===== config.mk =====
export PLATFORM = sky130hd
export DESIGN_NAME = ipc_slot_cell
export DESIGN_NICKNAME = d
export VERILOG_FILES = /design/src/rtl/interval_platform_count_assert.svh /design/src/rtl/ipc_pkg.sv /design/src/rtl/ipc_slot_cell.sv
export SDC_FILE = /design/constraint.sdc
export NUM_CORES = 1
export LEC_CHECK = 0
export BUFFER_PORTS_ARGS = -buffer_cell sky130_fd_sc_hd__buf_2
export CAP_MARGIN = 20
export CORE_ASPECT_RATIO = 1.25
export CORE_MARGIN = 5
export CORE_UTILIZATION = 48
export CTS_BUF_LIST = sky130_fd_sc_hd__clkbuf_8
export DETAILED_ROUTE_END_ITERATION = 12
export GPL_TIMING_DRIVEN = 0
export PLACE_DENSITY = 0.78
export SLEW_MARGIN = 20
export SYNTH_ARGS = -nofsm -noshare
export SYNTH_HDL_FRONTEND = slang
export SYNTH_SLANG_ARGS = --single-unit

===== constraint.sdc =====
create_clock -name clk -period 3 [get_ports clk]
set_input_delay 0.15 -clock clk [delete_from_list [all_inputs] [get_ports clk]]
set_output_delay 0.15 -clock clk [all_outputs]
set_load 0.05 [all_outputs]

===== src/rtl/interval_platform_count_assert.svh =====
// Assertion macros used by the top RTL file of the interval platform counter.
// All checks sample on the rising edge of clk and are off while rst_n is low.
`ifndef INTERVAL_PLATFORM_COUNT_ASSERT_SVH
`define INTERVAL_PLATFORM_COUNT_ASSERT_SVH

// Same-cycle implication.
`define IPC_ASSERT_NOW(lbl, ante, cons, msg) \
  lbl: assert property (@(posedge clk) disable iff (!rst_n) (ante) |-> (cons)) \
    else $error(msg);

// Next-cycle implication.
`define IPC_ASSERT_NEXT(lbl, ante, cons, msg) \
  lbl: assert property (@(posedge clk) disable iff (!rst_n) (ante) |=> (cons)) \
    else $error(msg);

`endif


===== src/rtl/ipc_pkg.sv =====
`timescale 1ns / 1ps

package ipc_pkg;

  // Field widths
  localparam int TimeW          = 16;
  localparam int KeyW           = 2 * TimeW;
  localparam int PlatW          = 7;
  localparam int MaxIntervalsDef = 64;

  // Sequencer states
  typedef enum logic [1:0] {
    ST_IDLE,
    ST_SHIFT,
    ST_DRAIN
  } ipc_state_t;

  // Control shared by all sorting cells
  typedef struct packed {
    logic ins_en;
    logic shift_en;
  } sort_ctl_t;

  // Interval word travelling down the slot chain
  typedef struct packed {
    logic             valid;
    logic [TimeW-1:0] arr;
    logic [TimeW-1:0] dep;
  } tok_t;

endpackage


===== src/rtl/ipc_slot_cell.sv =====
`timescale 1ns / 1ps

// One platform slot. A word that reaches an open slot whose end time is
// below its arrival is absorbed; a word reaching the first unopened slot
// opens it; otherwise the word moves on to the next slot.
module ipc_slot_cell (
  input  logic         clk,
  input  logic         rst_n,
  input  logic         opened,
  input  ipc_pkg::tok_t tok_in,
  output ipc_pkg::tok_t tok_out,
  output logic         open_evt
);
  import ipc_pkg::*;

  logic [TimeW-1:0] end_r;
  logic [TimeW-1:0] end_nxt;
  tok_t             tok_r;
  tok_t             tok_nxt;
  logic             fits;

  assign fits     = opened && (end_r < tok_in.arr);
  assign open_evt = tok_in.valid && !opened;
  assign tok_out  = tok_r;

  // Absorb, open or pass the incoming word
  always_comb begin
    end_nxt       = end_r;
    tok_nxt       = tok_in;
    if (tok_in.valid && (fits || !opened)) begin
      end_nxt       = tok_in.dep;
      tok_nxt.valid = 1'b0;
    end
  end

  always_ff @(posedge clk) begin
    end_r <= end_nxt;
    if (!rst_n) begin
      tok_r.valid <= 1'b0;
    end else begin
      tok_r.valid <= tok_nxt.valid;
    end
    tok_r.arr <= tok_nxt.arr;
    tok_r.dep <= tok_nxt.dep;
  end

endmodule


# Word level (Yosys, flattened, before mapping)
# Cells that the tools add are included.
[op_classes]
n_lt_le_gt_ge = 1
bitwise_logic = 1
n_reduce_logical = 6
[op_table]
columns = ["op", "count"]
rows = [
  ["16-bit less-than comparator", 1],
  ["1-bit logical AND", 3],
  ["2-bit OR reduction", 1],
  ["1-bit zero test", 1],
  ["1-bit logical OR", 1],
  ["1-bit inverter", 1],
]
[word_totals]
ff_bits = 49

# Logic depth before layout (Yosys ltp)
# Gate-level depths: netlist of the first run.
[logic_depth]
word_depth = 5
ltp_mapped = 7
depth_no_buf = 7

# Worst setup path after synthesis of the first run
# OpenSTA, ideal clock, no wires.
[synth_timing]
kind = "reg2reg"
start = "register end_r[6]"
end = "register end_r[0], enable pin"
arrival_time_ps = 2105
t_required_ps = 2589
setup_slack_ps = 484
path_stages_with_launch = 7
path_buffers = 0
path_cell_list = "edfxtp_1 > ha_1 > a21o_1 > a21oi_1 > a211oi_1 > or4_1 > o21ai_0"
[synth_between]
elab_chain_cells = 4
[synth_rtl]
columns = ["element", "line_no", "text"]
rows = [
  ["start: declaration", "ipc_slot_cell.sv:16", "logic [TimeW-1:0] end_r;"],
  ["start signal: assignment", "ipc_slot_cell.sv:37", "end_r <= end_nxt;"],
  ["16-bit less-than comparator", "ipc_slot_cell.sv:22", "assign fits = opened && (end_r < tok_in.arr);"],
  ["1-bit logical AND", "ipc_slot_cell.sv:22", ""],
  ["1-bit logical OR", "ipc_slot_cell.sv:30", "if (tok_in.valid && (fits || !opened)) begin"],
  ["1-bit logical AND", "ipc_slot_cell.sv:30", ""],
]
# Every way passes these cells.
# A chain may end at the register's enable or synchronous reset.

# Worst setup path after layout of the first run
[layout_timing]
start = "input port tok_in[30] in the netlist's numbering"
end = "register end_r[15], enable pin"
[layout_between]
elab_chain_cells = 4
[layout_rtl]
columns = ["element", "line_no", "text"]
rows = [
  ["start: declaration", "ipc_slot_cell.sv:10", "input ipc_pkg::tok_t tok_in,"],
  ["16-bit less-than comparator", "ipc_slot_cell.sv:22", ""],
  ["1-bit logical AND", "ipc_slot_cell.sv:22", ""],
  ["1-bit logical OR", "ipc_slot_cell.sv:30", ""],
  ["1-bit logical AND", "ipc_slot_cell.sv:30", ""],
]
# Every way passes these cells.

==> impl_metrics.tcl, run 1 <==
set metrics [dict create \
    yosys_register_bits 49 \
    path_max_fanout 16 \
    setup.worst_path.start_class "primary input" \
    synth_area_leaders "dfxtp_1 (42%), edfxtp_1 (31%), ha_1 (12%)" \
    worstHoldStart "rst_n" \
    r2r_slack_ns 0.66 \
    postCtsResizedCells 0 \
    tightest_slew_ns 0.267 \
    combPwrFrac_pct 17.7 \
    setup_violations 0 \
    synth_top_cell_area_share_pct 42.2 \
    worstSkewPairLatency_ns 0.30 \
    hpwl_um 2450 \
    r2r_cells 7 \
    cp-end-kind "register" \
    place_congestion 0.667 \
    final_area_um2 2400 \
    timing.critical_path.arrival_ns 2.48 \
    report.final.slew_viol_count 0 \
    ioPinCount 70 \
    synth_nets 156 \
    crit_chain "dlygate4sd3_1 -> buf_2 -> inv_1 -> ha_1 -> a21oi_1 -> nand2_1 -> a211o_1 -> or4_1 -> o21ai_2 -> buf_6" \
    final_common_cell "buf_2" \
    cts.clk_slew.worst_paths_ns 0.08 \
    wl_um 3790 \
    crit_type "primary input to register" \
    post_cts_buffers 0 \
    rsz0062_at_grt "false" \
    drt-vias-per-instance 4.73 \
    setup_tns_ns 0 \
    power.internal_mw 1.07 \
    synth_area_um2 1570 \
    cellPowerDensity_nw_per_um2 603 \
    ant_nets 0 \
    portBuffers 69 \
    final_cell_mix "buf_2 (69), dfxtp_1 (33), dlygate4sd3_1 (32)" \
    reg2reg_to "end_r[15]$_DFFE_PP_" \
    dieWidth_um 61.1 \
    crit_start "tok_in[30]" \
    skew_ns 0.00748 \
    dr.first_iter.drc_count 21 \
    holdBufCountCts 32 \
    netSwitchingPower_uw 377 \
    status "complete, no violations" \
    ys_types 20 \
    track_usage_pct 18.5 \
    relSlewSlack_pct 82.3 \
    nets 265 \
    row_count 23 \
    cts_sinks 49 \
    dieHeight_um 73.9 \
    htreeDepth 2 \
    switching_share_pct 26.0 \
    place_area_um2 1970 \
    p_leak_nw 1.17 \
    drtPass1Iterations 5 \
    fin_crit_sh_pct 82.7 \
    die_area_um2 4510 \
    antenna_found_initial 0 \
    cts_tree "built" \
    holdPathEnd "tok_out[32]$_SDFF_PP0_" \
    grt_max_degree 17 \
    root_buffer "clkbuf_8" \
    slowest_delay_ns 0.52 \
    drive_gt1_share_pct 37.2 \
    pwr-share-clk_pct 31.1 \
    diodes 0 \
    areaGrowthSynthToFinish_pct 53.5 \
    num_vias 1193 \
    ys_seq_area_share_pct 72.8 \
    cp_slowest_cell "dlygate4sd3_1" \
    syn_inst 105 \
    initial_utilization_pct 49.5 \
    coreArea_um2 3170 \
    grt_pass1_wl_um 5930 \
    hold_violations 0 \
    syn_area_per_cell_um2 14.9 \
    overflow 0 \
    pwr-share-seq_pct 51.2 \
    yosysWarningCount 0 \
    cts_buffer_depth 2 \
    period_needed_ns 2.48 \
    grt_pass1_vias 1354 \
    min_path_type "primary input to register" \
    cap_violations 0 \
    critPathRequiredTime_ns 3.00 \
    min_path_cells 2 \
    reg2reg_from "end_r[14]$_DFFE_PP_" \
    ir_drop_mv 0.571 \
    synth_top_cell_by_area "dfxtp_1" \
    drc 0 \
    cts_buffers 5 \
    detail_route.wl_per_cell_um 15.0 \
    fmax_ghz 0.403 \
]
[worst max-delay path, delay by kind of cell]
family | cells | cell delay [ns]
buffers and inverters | 4 | 0.89
AO/OA/AOI/OAI | 3 | 0.55
AND/OR/NAND/NOR | 2 | 0.54
adder cells (fa/ha/maj) | 1 | 0.34
[area by class of cell]
type                            count  area (um^2)
Fill cell                         212          761
Multi-Input combinational cell     40          369
Clock inverter                      3         42.5
Sequential cell                    49         1140
Clock buffer                        5         68.8
Inverter                           16         60.1
Tap cell                           37         46.3
Timing Repair Buffer              102          677
[metrics by stage]
step / power (mW) / setup WS (ns) / hold slack [ns] / cells / util [%]
after floorplan: 0.905 / 0.484 / 0.178 / 105 / -
after global placement: 0.966 / 0.165 / 0.265 / 211 / 61.9
after detailed placement: 0.980 / 0.698 / 0.267 / 212 / 62.3
after CTS: 1.46 / 0.554 / 0.137 / 252 / 76.0
after global routing: 1.51 / 0.447 / 0.147 / 252 / 76.0
final: 1.45 / 0.518 / 0.143 / 252 / 76.0
[cell usage after synthesis]
| library cell | count |
|---|---|
| a21o_1 | 2 |
| nor3_1 | 1 |
| a211oi_1 | 1 |
| ha_1 | 15 |
| and4_1 | 1 |
| nand3_1 | 3 |
| inv_1 | 16 |
| dfxtp_1 | 33 |
| a2111oi_4 | 1 |
| nand2_1 | 1 |
| or3_1 | 1 |
| nand4_1 | 3 |
| or4_1 | 1 |
| nand2b_4 | 1 |
| a211o_1 | 1 |
| nor4_1 | 1 |
| o21ai_0 | 2 |
| edfxtp_1 | 16 |
| nor2_1 | 1 |
| a21oi_1 | 4 |
[cell families after synthesis]
group                      Yosys count  synth area share [%]
AOI/OAI and AO/OA                   11                  5.67
adders and majority gates           15                  12.0
DFF                                 49                  72.8
and+or+nand+nor                     14                  5.67
buffers and inverters               16                  3.83
[power groups by stage]
stage	Sequential, mW	Clock [mW]	Combinational (mW)
after floorplan	0.842	0	0.0625
after global placement	0.758	0	0.209
after detailed placement	0.759	0	0.221
after CTS	0.743	0.463	0.255
after global routing	0.748	0.490	0.275
final	0.743	0.451	0.257
[registers in the layout, summed over array words and instances, names as in the netlist]
name and cells:
tok_out 33, end_r 16
[how the worst max path moves through the flow]
| stage | cells past startpoint | slack (ns) | end |
|---|---|---|---|
| 2_1_floorplan | 6 | 0.48 | end_r[0]$_DFFE_PP_ |
| 3_3_place_gp | 6 | 0.16 | end_r[0]$_DFFE_PP_ |
| 3_5_place_dp | 7 | 0.70 | end_r[3]$_DFFE_PP_ |
| 4_1_cts | 10 | 0.55 | end_r[10]$_DFFE_PP_ |
| 5_1_grt | 10 | 0.45 | end_r[10]$_DFFE_PP_ |
| 6_report | 10 | 0.52 | end_r[15]$_DFFE_PP_ |
[layer usage]
layer | global-route usage [%] | wire (um) | up-vias
met2 | 35.9 | 2230 | 49
met3 | 6.33 | 279 | 9
met5 | 0 | 0 | -
met4 | 7.71 | 69 | 0
met1 | 16.4 | 1210 | 554
li1 | - | - | 581
No activity file was read; power rests on OpenSTA's default activity.
==> run 2, diff against run 1 <==
Settings changed: CORE_UTILIZATION 48 to 43, PLACE_DENSITY 0.78 to 0.74.
Clock period 3 ns to 2 ns, I/O delays scaled along.
==> run 2 against run 1 <==
The run now ends with negative setup slack left. Global-route usage shrank 3.5 points. Critical path depth shrank 4. Via count shrank 0.50%. Utilization shrank 4.7 points. First-iteration DRC count grew 19%. Count of clock-buffer cells in the layout is the same. Clock skew shrank 0.0029 ns. Combinational power grew 54%. Flip-flop and latch count is the same. Die area grew 9.8%.
==> impl_metrics.tcl, run 2 (synthesis gave the netlist of run 1 again) <==
set metrics [dict create \
    num_vias 1187 \
    largest_register_ffs 33 \
    crit_type "register to register" \
    setup.worst_path.start_class "register" \
    grtUsageMet1_pct 15.9 \
    place_congestion 0.709 \
    dieHeight_um 77.5 \
    ant_nets 0 \
    initial_utilization_pct 44.6 \
    globalRouteMet3Util_pct 4.34 \
    coreArea_um2 3510 \
    detail_route.wl_per_cell_um 13.7 \
    cts_sinks 49 \
    row_count 24 \
    hold_violations 0 \
    slowest_delay_ns 0.47 \
    period_needed_ns 2.10 \
    cts_tree "built" \
    status "complete, but fails checks" \
    p_leak_nw 1.18 \
    grt_use_met2_pct 28.4 \
    diodes 0 \
    path_buf_inv 0 \
    path_max_fanout 8 \
    r2r_cells 6 \
    post-place-ws_ns -0.184 \
    critPathRequiredTime_ns 1.97 \
    cp-end-kind "register" \
    tightest_slew_ns 0.313 \
    grt_pass1_wl_um 6010 \
    antenna_found_initial 0 \
    min_path_type "primary input to register" \
    drtPass1Iterations 4 \
    relSlewSlack_pct 79.0 \
    track_usage_pct 15.0 \
    cts.clk_slew.worst_paths_ns 0.08 \
    drt-vias-per-instance 4.67 \
    root_buffer "clkbuf_8" \
    rsz0062_at_grt "true" \
    cts_buffer_depth 2 \
    nets 265 \
    cp_top_family "compound AO/OA/AOI/OAI gates" \
    drc 0 \
    crit_chain "ha_4 -> a21oi_2 -> nand2_1 -> a211o_1 -> or4_4 -> o21ai_4" \
    die_area_um2 4960 \
    cts_buffers 5 \
    violations "negative setup slack" \
    report.final.slew_viol_count 0 \
    post_cts_buffers 0 \
    place_area_um2 2000 \
    dr.first_iter.drc_count 25 \
    cp_slowest_cell "or4_4" \
    global_route.peak_usage_layer "met2" \
    htreeDepth 2 \
    final_area_um2 2500 \
    worstSkewPairLatency_ns 0.29 \
    final_common_cell "buf_2" \
    fin_ws_ns -0.0995 \
    portBuffers 69 \
    cap_violations 0 \
    areaGrowthSynthToFinish_pct 59.8 \
    skew_ns 0.00462 \
    drive_gt1_share_pct 40.9 \
    min_path_cells 2 \
    grt_pass1_vias 1360 \
    ir_drop_mv 0.686 \
    dieWidth_um 64.0 \
    final_cell_mix "buf_2 (69), dfxtp_1 (33), dlygate4sd3_1 (32)" \
    grt_max_degree 16 \
    fmax_ghz 0.476 \
    timing.critical_path.arrival_ns 2.07 \
    overflow 0 \
    fin_crit_sh_pct 105 \
    hpwl_um 2460 \
    setup_violations 16 \
    wl_um 3480 \
    ioPinCount 70 \
    crit_cells 6 \
    cellPowerDensity_nw_per_um2 927 \
]
==> run 2: cell count changes in the layout (fill, tap and decap cells not counted), sizes merged <==
cell,before,now
bufinv,1,2
buf,70,69
inv,17,16
o21ai,2,3
==> run 2: final timing paths <==
kind	start	to	slack, ns
hold / removal	rst_n	tok_out[32]$_SDFF_PP0_	0.07
setup reg to reg	end_r[14]$_DFFE_PP_	end_r[0]$_DFFE_PP_	-0.1
hold reg to reg	end_r[15]$_DFFE_PP_	tok_out[32]$_SDFF_PP0_	0.93
setup / recovery	end_r[14]$_DFFE_PP_	end_r[0]$_DFFE_PP_	-0.1
==> run 2: final cells by class <==
cell class / instances / area (um^2)
multi-input cells: 41 / 454
clock inverters: 3 / 65.1
repair buffers: 101 / 666
fillers: 253 / 1010
clock buffers: 5 / 68.8
well taps: 39 / 48.8
inverters: 16 / 60.1
flip-flops and latches: 49 / 1140
==> run 2: layer usage <==
layer,vias to the layer above,share of wire [%]
met5,-,0
met4,0,0.40
met3,2,7.7
met2,46,54
met1,553,38
li1,586,-
==> run 2: where the power goes <==
part	internal (mW)	switching [mW]	total, mW
Combinational	0.154	0.242	0.397
Clock	0.496	0.307	0.803
Sequential	1.10	0.0208	1.12
Total	1.75	0.570	2.32
==> run 2: what timing repair did <==
item | in CTS | in global routing
pin swaps | 1 | 1
cloned | 1 | 0
hold buffers | 32 | 0
gates resized for setup | 4 | 0
hold endpoints to repair | 47 | 0
setup endpoints to repair | 16 | 17
==> run 2: through the flow <==
step / setup TNS (ns) / power (mW) / hold WS [ns] / instances / utilization (%)
floorplan: -0.626 / 1.37 / 0.128 / 105 / -
global placement: -2.90 / 1.46 / 0.215 / 213 / 57.1
detailed placement: -2.94 / 1.48 / 0.218 / 213 / 57.1
CTS: -1.61 / 2.35 / 0.0649 / 254 / 71.3
global route: -3.18 / 2.45 / 0.0728 / 254 / 71.3
finish: -1.56 / 2.32 / 0.0719 / 254 / 71.3
