===== src/rtl/interval_platform_count_assert.svh =====
// Assertion macros used by the top RTL file of the interval platform counter.
// All checks sample on the rising edge of clk and are off while rst_n is low.
`ifndef INTERVAL_PLATFORM_COUNT_ASSERT_SVH
`define INTERVAL_PLATFORM_COUNT_ASSERT_SVH

// Same-cycle implication.
`define IPC_ASSERT_NOW(lbl, ante, cons, msg) \
  lbl: assert property (@(posedge clk) disable iff (!rst_n) (ante) |-> (cons)) \
    else $error(msg);

// Next-cycle implication.
`define IPC_ASSERT_NEXT(lbl, ante, cons, msg) \
  lbl: assert property (@(posedge clk) disable iff (!rst_n) (ante) |=> (cons)) \
    else $error(msg);

`endif


===== src/rtl/ipc_pkg.sv =====
`timescale 1ns / 1ps

package ipc_pkg;

  // Field widths
  localparam int TimeW          = 16;
  localparam int KeyW           = 2 * TimeW;
  localparam int PlatW          = 7;
  localparam int MaxIntervalsDef = 64;

  // Sequencer states
  typedef enum logic [1:0] {
    ST_IDLE,
    ST_SHIFT,
    ST_DRAIN
  } ipc_state_t;

  // Control shared by all sorting cells
  typedef struct packed {
    logic ins_en;
    logic shift_en;
  } sort_ctl_t;

  // Interval word travelling down the slot chain
  typedef struct packed {
    logic             valid;
    logic [TimeW-1:0] arr;
    logic [TimeW-1:0] dep;
  } tok_t;

endpackage


===== src/rtl/ipc_sort_cell.sv =====
`timescale 1ns / 1ps

// One cell of the insertion sorter. Occupied cells hold keys in ascending
// order; a new key lands in the first cell that is empty or whose key is larger, and the
// cells behind it take their front neighbor's key.
module ipc_sort_cell (
  input  logic                     clk,
  input  ipc_pkg::sort_ctl_t       ctl,
  input  logic                     occupied,
  input  logic [ipc_pkg::KeyW-1:0] new_key,
  input  logic [ipc_pkg::KeyW-1:0] prev_key,
  input  logic                     prev_ins,
  input  logic [ipc_pkg::KeyW-1:0] next_key,
  output logic [ipc_pkg::KeyW-1:0] key,
  output logic                     ins
);
  import ipc_pkg::*;

  logic [KeyW-1:0] key_r;
  logic [KeyW-1:0] key_nxt;

  // Insert point: empty cell or a key above the new one
  assign ins = !occupied || (new_key < key_r);
  assign key = key_r;

  // Shift toward the head when unloading, else push back on insert
  always_comb begin
    key_nxt = key_r;
    if (ctl.shift_en) begin
      key_nxt = next_key;
    end else if (ctl.ins_en && ins) begin
      key_nxt = prev_ins ? prev_key : new_key;
    end
  end

  always_ff @(posedge clk) begin
    key_r <= key_nxt;
  end

endmodule


===== config.mk =====
export PLATFORM = sky130hd
export DESIGN_NAME = ipc_sort_cell
export DESIGN_NICKNAME = d
export VERILOG_FILES = /design/src/rtl/interval_platform_count_assert.svh /design/src/rtl/ipc_pkg.sv /design/src/rtl/ipc_sort_cell.sv
export SDC_FILE = /design/constraint.sdc
export NUM_CORES = 1
export LEC_CHECK = 0
export ABC_AREA = 1
export BUFFER_PORTS_ARGS = -buffer_cell sky130_fd_sc_hd__buf_2
export CAP_MARGIN = 25
export CORE_AREA = 2 2 88 69
export CTS_CLUSTER_SIZE = 24
export DETAILED_ROUTE_END_ITERATION = 10
export DIE_AREA = 0 0 90 71
export GPL_TIMING_DRIVEN = 0
export PLACE_DENSITY = 0.8
export SYNTH_ARGS = -nofsm -noshare
export SYNTH_HDL_FRONTEND = slang
export SYNTH_SLANG_ARGS = --single-unit

===== constraint.sdc =====
create_clock -name clk -period 2.8 [get_ports clk]
set_clock_uncertainty 0.15 [all_clocks]
set_input_delay 0.56 -clock clk [delete_from_list [all_inputs] [get_ports clk]]
set_output_delay 0.56 -clock clk [all_outputs]
set_load 0.01 [all_outputs]

# After elaboration in Yosys (flattened, before gate mapping)
# Index checks and enable logic that the tools add are counted.
# word_totals
output_inout_bits	33
inputBits	101
word_cells	9
register_bits	32
# classes
order_cmp	1
n_mux	3
reduce_logical	4
# ops
op	count
$mux W32	3
$lt A32 B32 Y1	1
$reduce_bool A2 Y1	1
$logic_and A1 B1 Y1	1
$logic_not A1 Y1	1
$logic_or A1 B1 Y1	1

# Logic depth before layout (Yosys ltp)
# Gate-level depths: netlist of the first run.
# depth
depth_word	5
mapped_depth	15
depth_no_buf	15

# Least setup slack after synthesis of the first run
# OpenSTA, ideal clock, no wires.
# synth_path
path_kind	input to register
startpoint	input new_key[15] (netlist name)
endpoint	register key_r[0], in the netlist key[0], enable pin
t_required_ps	2261
arrival_time_ps	2188
stages	12
n_path_buf	0
setup_time_ps	389
slack_ps	72
cell_sequence	ha_1 nand2_1 inv_1 nand3_1 inv_1 a21oi_1 nand2_1 nand2_1 nand2_1 nand2_2 nand2_1 nand2_1
# synth_via
elab_chain_len	4
# synth_rtl
item	line	text
from (decl)	ipc_sort_cell.sv:10	input logic [ipc_pkg::KeyW-1:0] new_key,
$lt A32 B32 Y1	ipc_sort_cell.sv:23	assign ins = !occupied || (new_key < key_r);
$logic_or A1 B1 Y1	ipc_sort_cell.sv:23	
named net ins	ipc_sort_cell.sv:15	output logic ins
$logic_and A1 B1 Y1	ipc_sort_cell.sv:31	end else if (ctl.ins_en && ins) begin
$reduce_bool A2 Y1 (no source line)	-	
to (signal assigned)	ipc_sort_cell.sv:37	key_r <= key_nxt;
to (decl)	ipc_sort_cell.sv:19	logic [KeyW-1:0] key_r;
# The timed path passes the listed nets, and every way through them passes these cells.
# A chain may end at the register's enable or synchronous reset.

# Final worst setup path of the first run
# layout_path
startpoint	input new_key[5] (netlist name)
endpoint	register key_r[3], in the netlist key[3], enable pin
# layout_via
elab_chain_len	4
# layout_rtl
item	line
$lt A32 B32 Y1	ipc_sort_cell.sv:23
$logic_or A1 B1 Y1	ipc_sort_cell.sv:23
$logic_and A1 B1 Y1	ipc_sort_cell.sv:31
$reduce_bool A2 Y1 (no source line)	-
# Every way passes these cells.

==> run_summary.xml, run 1 <==
<?xml version="1.0" encoding="UTF-8"?>
<metrics>
  <group name="detailed_routing">
    <metric name="vias_per_cell" unit="">4.845</metric>
    <metric name="firstDrtPassIters" unit="">4</metric>
    <metric name="routed-via-count" unit="">2568</metric>
    <metric name="avgRoutedWirePerCell" unit="um">12.94</metric>
    <metric name="total_routed_wirelength" unit="mm">6.859</metric>
    <metric name="drc" unit="">0</metric>
    <metric name="drtAntennaViolNets" unit="">0</metric>
    <metric name="detailedRoute.firstIterationViolations" unit="">113</metric>
  </group>
  <group name="synthesis">
    <metric name="yosysSeqAreaShare" unit="%">39.49</metric>
    <metric name="synth-seq-cells" unit="">32</metric>
    <metric name="syn-mean-instance-area" unit="sq um">7.800</metric>
    <metric name="yosys_warn_count" unit="">0</metric>
    <metric name="synth_flop_cell" unit="">sky130_fd_sc_hd__edfxtp_1</metric>
    <metric name="synth-edff-count" unit="">32</metric>
    <metric name="synth_top_cell_by_area" unit="">sky130_fd_sc_hd__edfxtp_1</metric>
    <metric name="area_fraction_of_the_dominant_cell_type_after_synthesis" unit="%">39.49</metric>
    <metric name="postSynthCellCount" unit="">312</metric>
    <metric name="synth.cells.most_frequent" unit="">sky130_fd_sc_hd__a21oi_1, sky130_fd_sc_hd__nand2_1, sky130_fd_sc_hd__nor2_1, sky130_fd_sc_hd__inv_1, sky130_fd_sc_hd__edfxtp_1</metric>
    <metric name="synth.area.top_cells" unit="">sky130_fd_sc_hd__edfxtp_1, sky130_fd_sc_hd__a21oi_1, sky130_fd_sc_hd__ha_1</metric>
    <metric name="synthesis.nets" unit="">444</metric>
    <metric name="post-synth-top-count-cell" unit="">sky130_fd_sc_hd__a21oi_1</metric>
    <metric name="yosysUniqueCellTypes" unit="">18</metric>
    <metric name="async_flop_share" unit="%">0</metric>
    <metric name="netlist_area" unit="sq um">2434</metric>
  </group>
  <group name="timing">
    <metric name="maxSlewHeadroom" unit="%">66.70</metric>
    <metric name="timing_worst_slew_pin_value" unit="ns">0.4995</metric>
    <metric name="max_freq" unit="MHz">393.8</metric>
    <metric name="final_period_minus_worst_setup_slack" unit="ns">2.539</metric>
    <metric name="setup_tns" unit="ns">0</metric>
    <metric name="hold-worst-slack" unit="ns">0.4522</metric>
    <metric name="finalCritPeriodShare" unit="%">90.68</metric>
    <metric name="finalWorstSetupSlack" unit="ns">0.2609</metric>
    <metric name="rsz0062_at_grt" unit="">false</metric>
    <metric name="final_hold_violating_endpoints" unit="">0</metric>
    <metric name="total_setup_violations_reported_at_the_end_of_the_flow" unit="">0</metric>
    <metric name="report.final.slew_viol_count" unit="">0</metric>
  </group>
  <group name="power_and_ir_drop">
    <metric name="fin_total_pwr" unit="mW">1.380</metric>
    <metric name="p_seq_share" unit="%">44.5</metric>
    <metric name="switching_share" unit="%">31.70</metric>
    <metric name="total_leakage_power" unit="nW">1.763</metric>
    <metric name="cell_internal_pwr" unit="uW">942.4</metric>
    <metric name="powerDensity" unit="nW/um^2">418.7</metric>
    <metric name="power.share.clock" unit="%">24.5</metric>
    <metric name="power.net_switching" unit="uW">437.3</metric>
    <metric name="worst_ir_drop_vdd" unit="mV">0.2346</metric>
    <metric name="power.share.combinational" unit="%">31.0</metric>
  </group>
  <group name="worst_setup_path">
    <metric name="worstPathArrival" unit="ns">2.38</metric>
    <metric name="crit_path_cell_trace" unit="">buf_2 -&gt; ha_1 -&gt; a21oi_1 -&gt; nor2_1 -&gt; nor3_2 -&gt; nand2_1 -&gt; nand2_1 -&gt; nand2_1 -&gt; nand2_1 -&gt; nand2_1 -&gt; nand2_2 -&gt; nand2_1 -&gt; nand2_2 -&gt; buf_8 -&gt; buf_8</metric>
    <metric name="crit_slowest_cell" unit="">sky130_fd_sc_hd__ha_1</metric>
    <metric name="setup.worst_path.start_class" unit="">input pin</metric>
    <metric name="crit_fanout" unit="">12</metric>
    <metric name="reg2reg_slack" unit="ns">0.28</metric>
    <metric name="timing.critical_path.slowest_cell_delay" unit="ns">0.30</metric>
    <metric name="worst-setup-path-type" unit="">input pin to register</metric>
    <metric name="worst_setup_path_end_kind" unit="">register</metric>
    <metric name="path_common_cell" unit="">sky130_fd_sc_hd__nand2_1</metric>
    <metric name="cp.required" unit="ns">2.64</metric>
  </group>
  <group name="global_route">
    <metric name="grt_usage" unit="%">22.20</metric>
    <metric name="grt_max_degree" unit="">13</metric>
    <metric name="grt_antenna_before_repair" unit="">0</metric>
    <metric name="first_pass_grt_wire_length" unit="mm">11.32</metric>
    <metric name="globalRouteOverflowTotal" unit="">0</metric>
    <metric name="number_of_global_route_vias_before_repair" unit="">2568</metric>
  </group>
  <group name="place">
    <metric name="dpl_worst_slack" unit="ns">-0.2542</metric>
    <metric name="detailed_place.area" unit="sq um">3217</metric>
    <metric name="dp_hpwl" unit="mm">5.643</metric>
    <metric name="port_buffers" unit="">131</metric>
    <metric name="place.gp.congestion" unit="">0.7966</metric>
    <metric name="placed_insts" unit="">523</metric>
  </group>
  <group name="layout">
    <metric name="nFillCells" unit="">519</metric>
    <metric name="largest_register_ff_count" unit="">32</metric>
    <metric name="stdcell_area" unit="sq um">3296</metric>
    <metric name="syn_to_final_growth" unit="%">35.42</metric>
    <metric name="num_antenna_cells" unit="">0</metric>
    <metric name="post-route-util" unit="%">59.01</metric>
    <metric name="final_cells" unit="">530</metric>
    <metric name="design.final.nets" unit="">584</metric>
    <metric name="drive_above_1_share" unit="%">34.96</metric>
  </group>
  <group name="clocking">
    <metric name="cts_hold_buf" unit="">0</metric>
    <metric name="cts_inserted_buffers" unit="">5</metric>
    <metric name="cts_setup_buffers" unit="">0</metric>
    <metric name="path_clk_slew" unit="ns">0.07</metric>
    <metric name="htree_num_levels" unit="">2</metric>
    <metric name="cts_resized" unit="">0</metric>
    <metric name="clk_latency" unit="ns">0.28</metric>
    <metric name="cts.sink_count" unit="">32</metric>
    <metric name="clock_tree.buffer_depth" unit="">2</metric>
    <metric name="cts_tree" unit="">done</metric>
    <metric name="clock-root-buffer" unit="">sky130_fd_sc_hd__clkbuf_8</metric>
  </group>
  <group name="floorplanning">
    <metric name="initial_utilization" unit="%">43.57</metric>
    <metric name="floorplan_die_width" unit="um">90</metric>
    <metric name="die_area" unit="sq um">6390</metric>
    <metric name="die-height" unit="um">71</metric>
    <metric name="placeableCoreArea" unit="sq um">5585</metric>
    <metric name="ios" unit="">134</metric>
    <metric name="rows" unit="">24</metric>
  </group>
  <group name="run">
    <metric name="drv.max_cap_violation_count" unit="">0</metric>
  </group>
  <group name="outcome">
    <metric name="run_status" unit="">finished clean</metric>
  </group>
  <group name="min_path">
    <metric name="timing.hold.worst.class" unit="">input pin to register</metric>
  </group>
</metrics>
==> worst max-delay path: cells and delay by family <==
| kind | cells | cell delay, ns |
|---|---|---|
| adders and majority gates | 1 | 0.30 |
| AOI/OAI and AO/OA | 1 | 0.13 |
| and+or+nand+nor | 10 | 0.91 |
| buffers and inverters | 3 | 0.48 |
==> area by class of cell <==
class | instances | area, sq um | share of cell area, %
plain buffers | 14 | 65.06 | 1.974
clock buffers | 5 | 68.82 | 2.088
clock inverters | 2 | 7.507 | 0.2278
inverters | 41 | 153.9 | 4.670
multi-input cells | 225 | 1256 | 38.12
flip-flops and latches | 32 | 960.9 | 29.16
well taps | 78 | 97.59 | 2.961
repair buffers | 133 | 685.7 | 20.80
==> cell families (layout without fill, tap and decap cells) <==
family,after synthesis,after routing,share of synthesized area [%]
and+or+nand+nor,110,110,18.20
AOI/OAI and AO/OA,84,84,17.38
buffers and inverters,55,195,8.997
DFF,32,32,39.49
adders and majority gates,31,31,15.94
==> per-layer routing <==
| layer | vias to the layer above | GRT usage [%] | routed length (um) |
|---|---|---|---|
| met5 | - | 0 | 0 |
| met4 | 0 | 6.325 | 101 |
| met3 | 10 | 4.366 | 467 |
| met2 | 104 | 40.52 | 3264 |
| met1 | 1137 | 26.94 | 3025 |
| li1 | 1317 | - | - |
==> cells in the final DEF (no fill, tap or decap), drive strengths merged <==
cell type,instances
nand4,1
a21oi,79
o21a,1
nor3,2
o21ai,4
clkbuf,9
nand2,65
inv,41
edfxtp,32
nand3,2
clkinv,2
buf,143
nor2,40
ha,31
==> power groups by stage <==
stage	registers (mW)	clock network, mW	logic (mW)
6_report	0.614	0.338	0.427
5_1_grt	0.621	0.365	0.489
4_1_cts	0.615	0.351	0.431
3_5_place_dp	0.625	0	0.428
3_3_place_gp	0.623	0	0.406
2_1_floorplan	0.648	0	0.214
==> path summary, 6_finish.rpt <==
kind,cells after the start,end,startpoint
max,15,key[3]$_DFFE_PP_,new_key[5]
max reg2reg,15,key[3]$_DFFE_PP_,key[5]$_DFFE_PP_
min reg2reg,9,key[11]$_DFFE_PP_,key[22]$_DFFE_PP_
min,3,key[4]$_DFFE_PP_,next_key[4]
Note: power is estimated with default switching activity, not from simulation.
==> inputs of run 2 (changes only) <==
--- a/config.mk
+++ b/config.mk
@@ -5,7 +5,6 @@
 export SDC_FILE = /design/constraint.sdc
 export NUM_CORES = 1
 export LEC_CHECK = 0
-export ABC_AREA = 1
 export BUFFER_PORTS_ARGS = -buffer_cell sky130_fd_sc_hd__buf_2
 export CAP_MARGIN = 25
 export CORE_AREA = 2 2 88 69
@@ -13,7 +12,7 @@
 export DETAILED_ROUTE_END_ITERATION = 10
 export DIE_AREA = 0 0 90 71
 export GPL_TIMING_DRIVEN = 0
-export PLACE_DENSITY = 0.8
+export PLACE_DENSITY = 0.79
 export SYNTH_ARGS = -nofsm -noshare
 export SYNTH_HDL_FRONTEND = slang
 export SYNTH_SLANG_ARGS = --single-unit
==> run 2 against run 1 <==
Worst hold slack got worse by 0.054 ns. Largest power group unchanged. Power up 11%. Synthesized area decreased by 1.4%. Critical path depth down 6. Cell area rose by 3.1%. Combinational power up 10%. Register-to-register slack got worse by 0.29 ns. Critical endpoint is now ins. Die area did not move. The run now ends with negative setup slack left. Clock-buffer cell count stayed put. Global-route usage decreased by 1.1 points. Flip-flop and latch count unchanged.
==> run_summary.xml, run 2 <==
<?xml version="1.0" encoding="UTF-8"?>
<metrics>
  <group name="outcome">
    <metric name="run_status" unit="">complete, but fails checks</metric>
    <metric name="violations" unit="">negative setup slack</metric>
  </group>
  <group name="detailed_routing">
    <metric name="avgRoutedWirePerCell" unit="um">13.76</metric>
    <metric name="drc" unit="">0</metric>
    <metric name="route.met2.wl" unit="mm">3.056</metric>
    <metric name="met3WireLength" unit="um">476</metric>
    <metric name="total_routed_wirelength" unit="mm">6.548</metric>
    <metric name="drtAntennaViolNets" unit="">0</metric>
    <metric name="top_signal_layer_used" unit="">met4</metric>
    <metric name="detailedRoute.firstIterationViolations" unit="">73</metric>
    <metric name="firstDrtPassIters" unit="">4</metric>
    <metric name="routed-via-count" unit="">2351</metric>
    <metric name="vias_per_cell" unit="">4.939</metric>
    <metric name="met1Wirelength" unit="mm">2.966</metric>
  </group>
  <group name="timing">
    <metric name="final_hold_violating_endpoints" unit="">0</metric>
    <metric name="finalCritPeriodShare" unit="%">106.5</metric>
    <metric name="report.final.slew_viol_count" unit="">0</metric>
    <metric name="timing_worst_slew_pin_value" unit="ns">0.4898</metric>
    <metric name="finalWorstSetupSlack" unit="ns">-0.1823</metric>
    <metric name="max_freq" unit="MHz">335.3</metric>
    <metric name="total_setup_violations_reported_at_the_end_of_the_flow" unit="">15</metric>
    <metric name="maxSlewHeadroom" unit="%">67.35</metric>
    <metric name="rsz0062_at_grt" unit="">true</metric>
    <metric name="setup_tns" unit="ns">-0.2638</metric>
    <metric name="final_period_minus_worst_setup_slack" unit="ns">2.982</metric>
  </group>
  <group name="synthesis">
    <metric name="synth.area.top_cells" unit="">sky130_fd_sc_hd__edfxtp_1, sky130_fd_sc_hd__ha_1, sky130_fd_sc_hd__mux2i_1</metric>
    <metric name="area_fraction_of_the_dominant_cell_type_after_synthesis" unit="%">40.04</metric>
    <metric name="yosysUniqueCellTypes" unit="">22</metric>
    <metric name="netlist_area" unit="sq um">2400</metric>
    <metric name="synth_top_cell_by_area" unit="">sky130_fd_sc_hd__edfxtp_1</metric>
    <metric name="synthesis.nets" unit="">384</metric>
    <metric name="synth-edff-count" unit="">32</metric>
    <metric name="synth.cells.most_frequent" unit="">sky130_fd_sc_hd__nand2_1, sky130_fd_sc_hd__o21ai_0, sky130_fd_sc_hd__inv_1, sky130_fd_sc_hd__edfxtp_1, sky130_fd_sc_hd__mux2i_1</metric>
    <metric name="yosys_warn_count" unit="">0</metric>
    <metric name="syn-mean-instance-area" unit="sq um">9.523</metric>
    <metric name="synth_flop_cell" unit="">sky130_fd_sc_hd__edfxtp_1</metric>
    <metric name="postSynthCellCount" unit="">252</metric>
    <metric name="synth-seq-cells" unit="">32</metric>
    <metric name="async_flop_share" unit="%">0</metric>
    <metric name="yosysSeqAreaShare" unit="%">40.04</metric>
    <metric name="post-synth-top-count-cell" unit="">sky130_fd_sc_hd__nand2_1</metric>
  </group>
  <group name="run">
    <metric name="drv.max_cap_violation_count" unit="">0</metric>
  </group>
  <group name="min_path">
    <metric name="hold_path_cell_cnt" unit="">3</metric>
    <metric name="timing.hold.worst.class" unit="">input pin to register</metric>
    <metric name="holdPathEnd" unit="">key[24]$_DFFE_PP_</metric>
    <metric name="hold_path.startpoint" unit="">next_key[24]</metric>
  </group>
  <group name="global_route">
    <metric name="first_pass_grt_wire_length" unit="mm">10.90</metric>
    <metric name="globalRouteOverflowTotal" unit="">0</metric>
    <metric name="grt_antenna_before_repair" unit="">0</metric>
    <metric name="grt_max_degree" unit="">19</metric>
    <metric name="number_of_global_route_vias_before_repair" unit="">2330</metric>
    <metric name="grt_usage" unit="%">21.07</metric>
  </group>
  <group name="clocking">
    <metric name="clock_tree.buffer_depth" unit="">2</metric>
    <metric name="cts.sink_count" unit="">32</metric>
    <metric name="clk_latency" unit="ns">0.29</metric>
    <metric name="htree_num_levels" unit="">2</metric>
    <metric name="clock-root-buffer" unit="">sky130_fd_sc_hd__clkbuf_8</metric>
    <metric name="cts_tree" unit="">done</metric>
    <metric name="cts_hold_buf" unit="">0</metric>
    <metric name="path_clk_slew" unit="ns">0.07</metric>
    <metric name="cts_inserted_buffers" unit="">5</metric>
  </group>
  <group name="worst_setup_path">
    <metric name="timing.critical_path.slowest_cell_delay" unit="ns">0.40</metric>
    <metric name="rr_worst_depth" unit="">11</metric>
    <metric name="setup.worst_path.start_class" unit="">register</metric>
    <metric name="worst-setup-path-type" unit="">register to output port</metric>
    <metric name="reg2reg_slack" unit="ns">-0.01</metric>
    <metric name="regToRegStartpoint" unit="">key[2]$_DFFE_PP_</metric>
    <metric name="crit_start" unit="">key[2]$_DFFE_PP_</metric>
    <metric name="worst_setup_path_end_kind" unit="">output port</metric>
    <metric name="worstPathArrival" unit="ns">2.27</metric>
    <metric name="cp.required" unit="ns">2.09</metric>
    <metric name="r2r-end" unit="">key[0]$_DFFE_PP_</metric>
    <metric name="crit_path_cell_trace" unit="">inv_2 -&gt; ha_4 -&gt; a211o_1 -&gt; a31oi_2 -&gt; o311a_1 -&gt; nor3_1 -&gt; o311a_1 -&gt; o21ai_1 -&gt; buf_2</metric>
    <metric name="path_common_cell" unit="">sky130_fd_sc_hd__o311a_1</metric>
    <metric name="crit_fanout" unit="">2</metric>
    <metric name="crit_slowest_cell" unit="">sky130_fd_sc_hd__edfxtp_1</metric>
  </group>
  <group name="layout">
    <metric name="final_cells" unit="">476</metric>
    <metric name="largest_register_ff_count" unit="">32</metric>
    <metric name="num_antenna_cells" unit="">0</metric>
    <metric name="drive_above_1_share" unit="%">38.19</metric>
    <metric name="design.final.nets" unit="">529</metric>
    <metric name="syn_to_final_growth" unit="%">41.61</metric>
    <metric name="most_frequent_cells_in_the_layout" unit="">sky130_fd_sc_hd__buf_2, sky130_fd_sc_hd__nand2_1, sky130_fd_sc_hd__o21ai_0</metric>
    <metric name="most_common_cell_after_layout_fill_and_taps_aside" unit="">sky130_fd_sc_hd__buf_2</metric>
  </group>
  <group name="place">
    <metric name="port_buffers" unit="">131</metric>
    <metric name="dp_hpwl" unit="mm">5.062</metric>
    <metric name="place.gp.congestion" unit="">0.7622</metric>
    <metric name="placed_insts" unit="">462</metric>
  </group>
  <group name="floorplanning">
    <metric name="placeableCoreArea" unit="sq um">5585</metric>
    <metric name="initial_utilization" unit="%">42.97</metric>
    <metric name="die-height" unit="um">71</metric>
    <metric name="floorplan_die_width" unit="um">90</metric>
    <metric name="rows" unit="">24</metric>
    <metric name="die_area" unit="sq um">6390</metric>
    <metric name="ios" unit="">134</metric>
  </group>
  <group name="power_and_ir_drop">
    <metric name="powerDensity" unit="nW/um^2">452.0</metric>
    <metric name="total_leakage_power" unit="nW">1.784</metric>
    <metric name="worst_ir_drop_vdd" unit="mV">0.3070</metric>
  </group>
</metrics>
run 2: cell count changes after synthesis, sizes merged, moves of 2 or more:
cell / previous run / this run
a21oi: 79 / 14
nor2: 40 / 2
mux2i: 0 / 32
o21ai: 4 / 36
nand2: 65 / 39
inv: 41 / 33
buf: 10 / 3
clkbuf: 4 / 8
nand4: 1 / 5
a21o: 0 / 3
nand3: 2 / 4
o311a: 0 / 2
run 2: logic make-up (layout without fill, tap and decap cells):
family | count (synthesis) | count (layout) | share of synthesized area, %
DFF | 32 | 32 | 40.04
and+or+nand+nor | 55 | 55 | 10.06
adders and majority gates | 31 | 31 | 16.16
muxes | 32 | 32 | 13.35
AOI/OAI and AO/OA | 58 | 58 | 13.35
buffers and inverters | 44 | 190 | 7.038
run 2: routing by layer:
metal	track usage, %	vias to the layer above
met2	35.25	89
li1	-	1190
met4	4.615	0
met1	27.96	1067
met5	0	-
met3	5.325	5
run 2: report_power, final:
part,internal (mW),switching (mW),leakage (nW)
Sequential,0.599,0.0262,0.331
Clock,0.259,0.182,0.0532
Combinational,0.223,0.246,1.40
Total,1.08,0.454,1.78
run 2: worst max-delay path, delay by kind of cell, from the launching register on:
| kind | cells | cell delay (ns) |
|---|---|---|
| flops | 1 | 0.40 |
| compound gates | 5 | 1.09 |
| buf+inv | 2 | 0.23 |
| fa+ha+maj | 1 | 0.19 |
| simple gates | 1 | 0.06 |
run 2: cell type report:
type	count	area, sq um
inverter	33	123.9
fill	498	2187
clock inverter	3	37.54
multi-input combinational	176	1304
tap	78	97.59
sequential	32	960.9
clock buffer	5	68.82
timing repair buffer	138	760.7
buffer	11	45.04
run 2: worst max-delay path by stage:
stage | to | slack (ns) | depth (start not counted)
after floorplan | key[0]$_DFFE_PP_ | -0.34 | 7
after global placement | key[4]$_DFFE_PP_ | -1.05 | 8
after detailed placement | key[30]$_DFFE_PP_ | -0.65 | 9
after CTS | ins | -0.23 | 9
after global routing | ins | -0.32 | 9
final | ins | -0.18 | 9
run 2: through the flow:
stage	hold WS (ns)	setup slack, ns	power [mW]	utilization, %	area (sq um)
after floorplan	0.5971	-0.3435	0.8807	-	2421
after detailed placement	0.6913	-0.6533	1.081	57.33	3202
after global routing	0.3972	-0.3247	1.646	60.84	3398
final	0.3981	-0.1823	1.536	60.84	3398
after CTS	0.3922	-0.2258	1.534	59.74	3337
after global placement	0.6864	-1.051	1.060	56.83	3174
run 2: repair_timing:
action,4_1_cts,5_1_grt
resized for setup,3,4
endpoints found under the hold margin,0,0
endpoints found under the setup margin,33,33
pin swaps,1,1
cloned,0,2
setup buffers,3,1
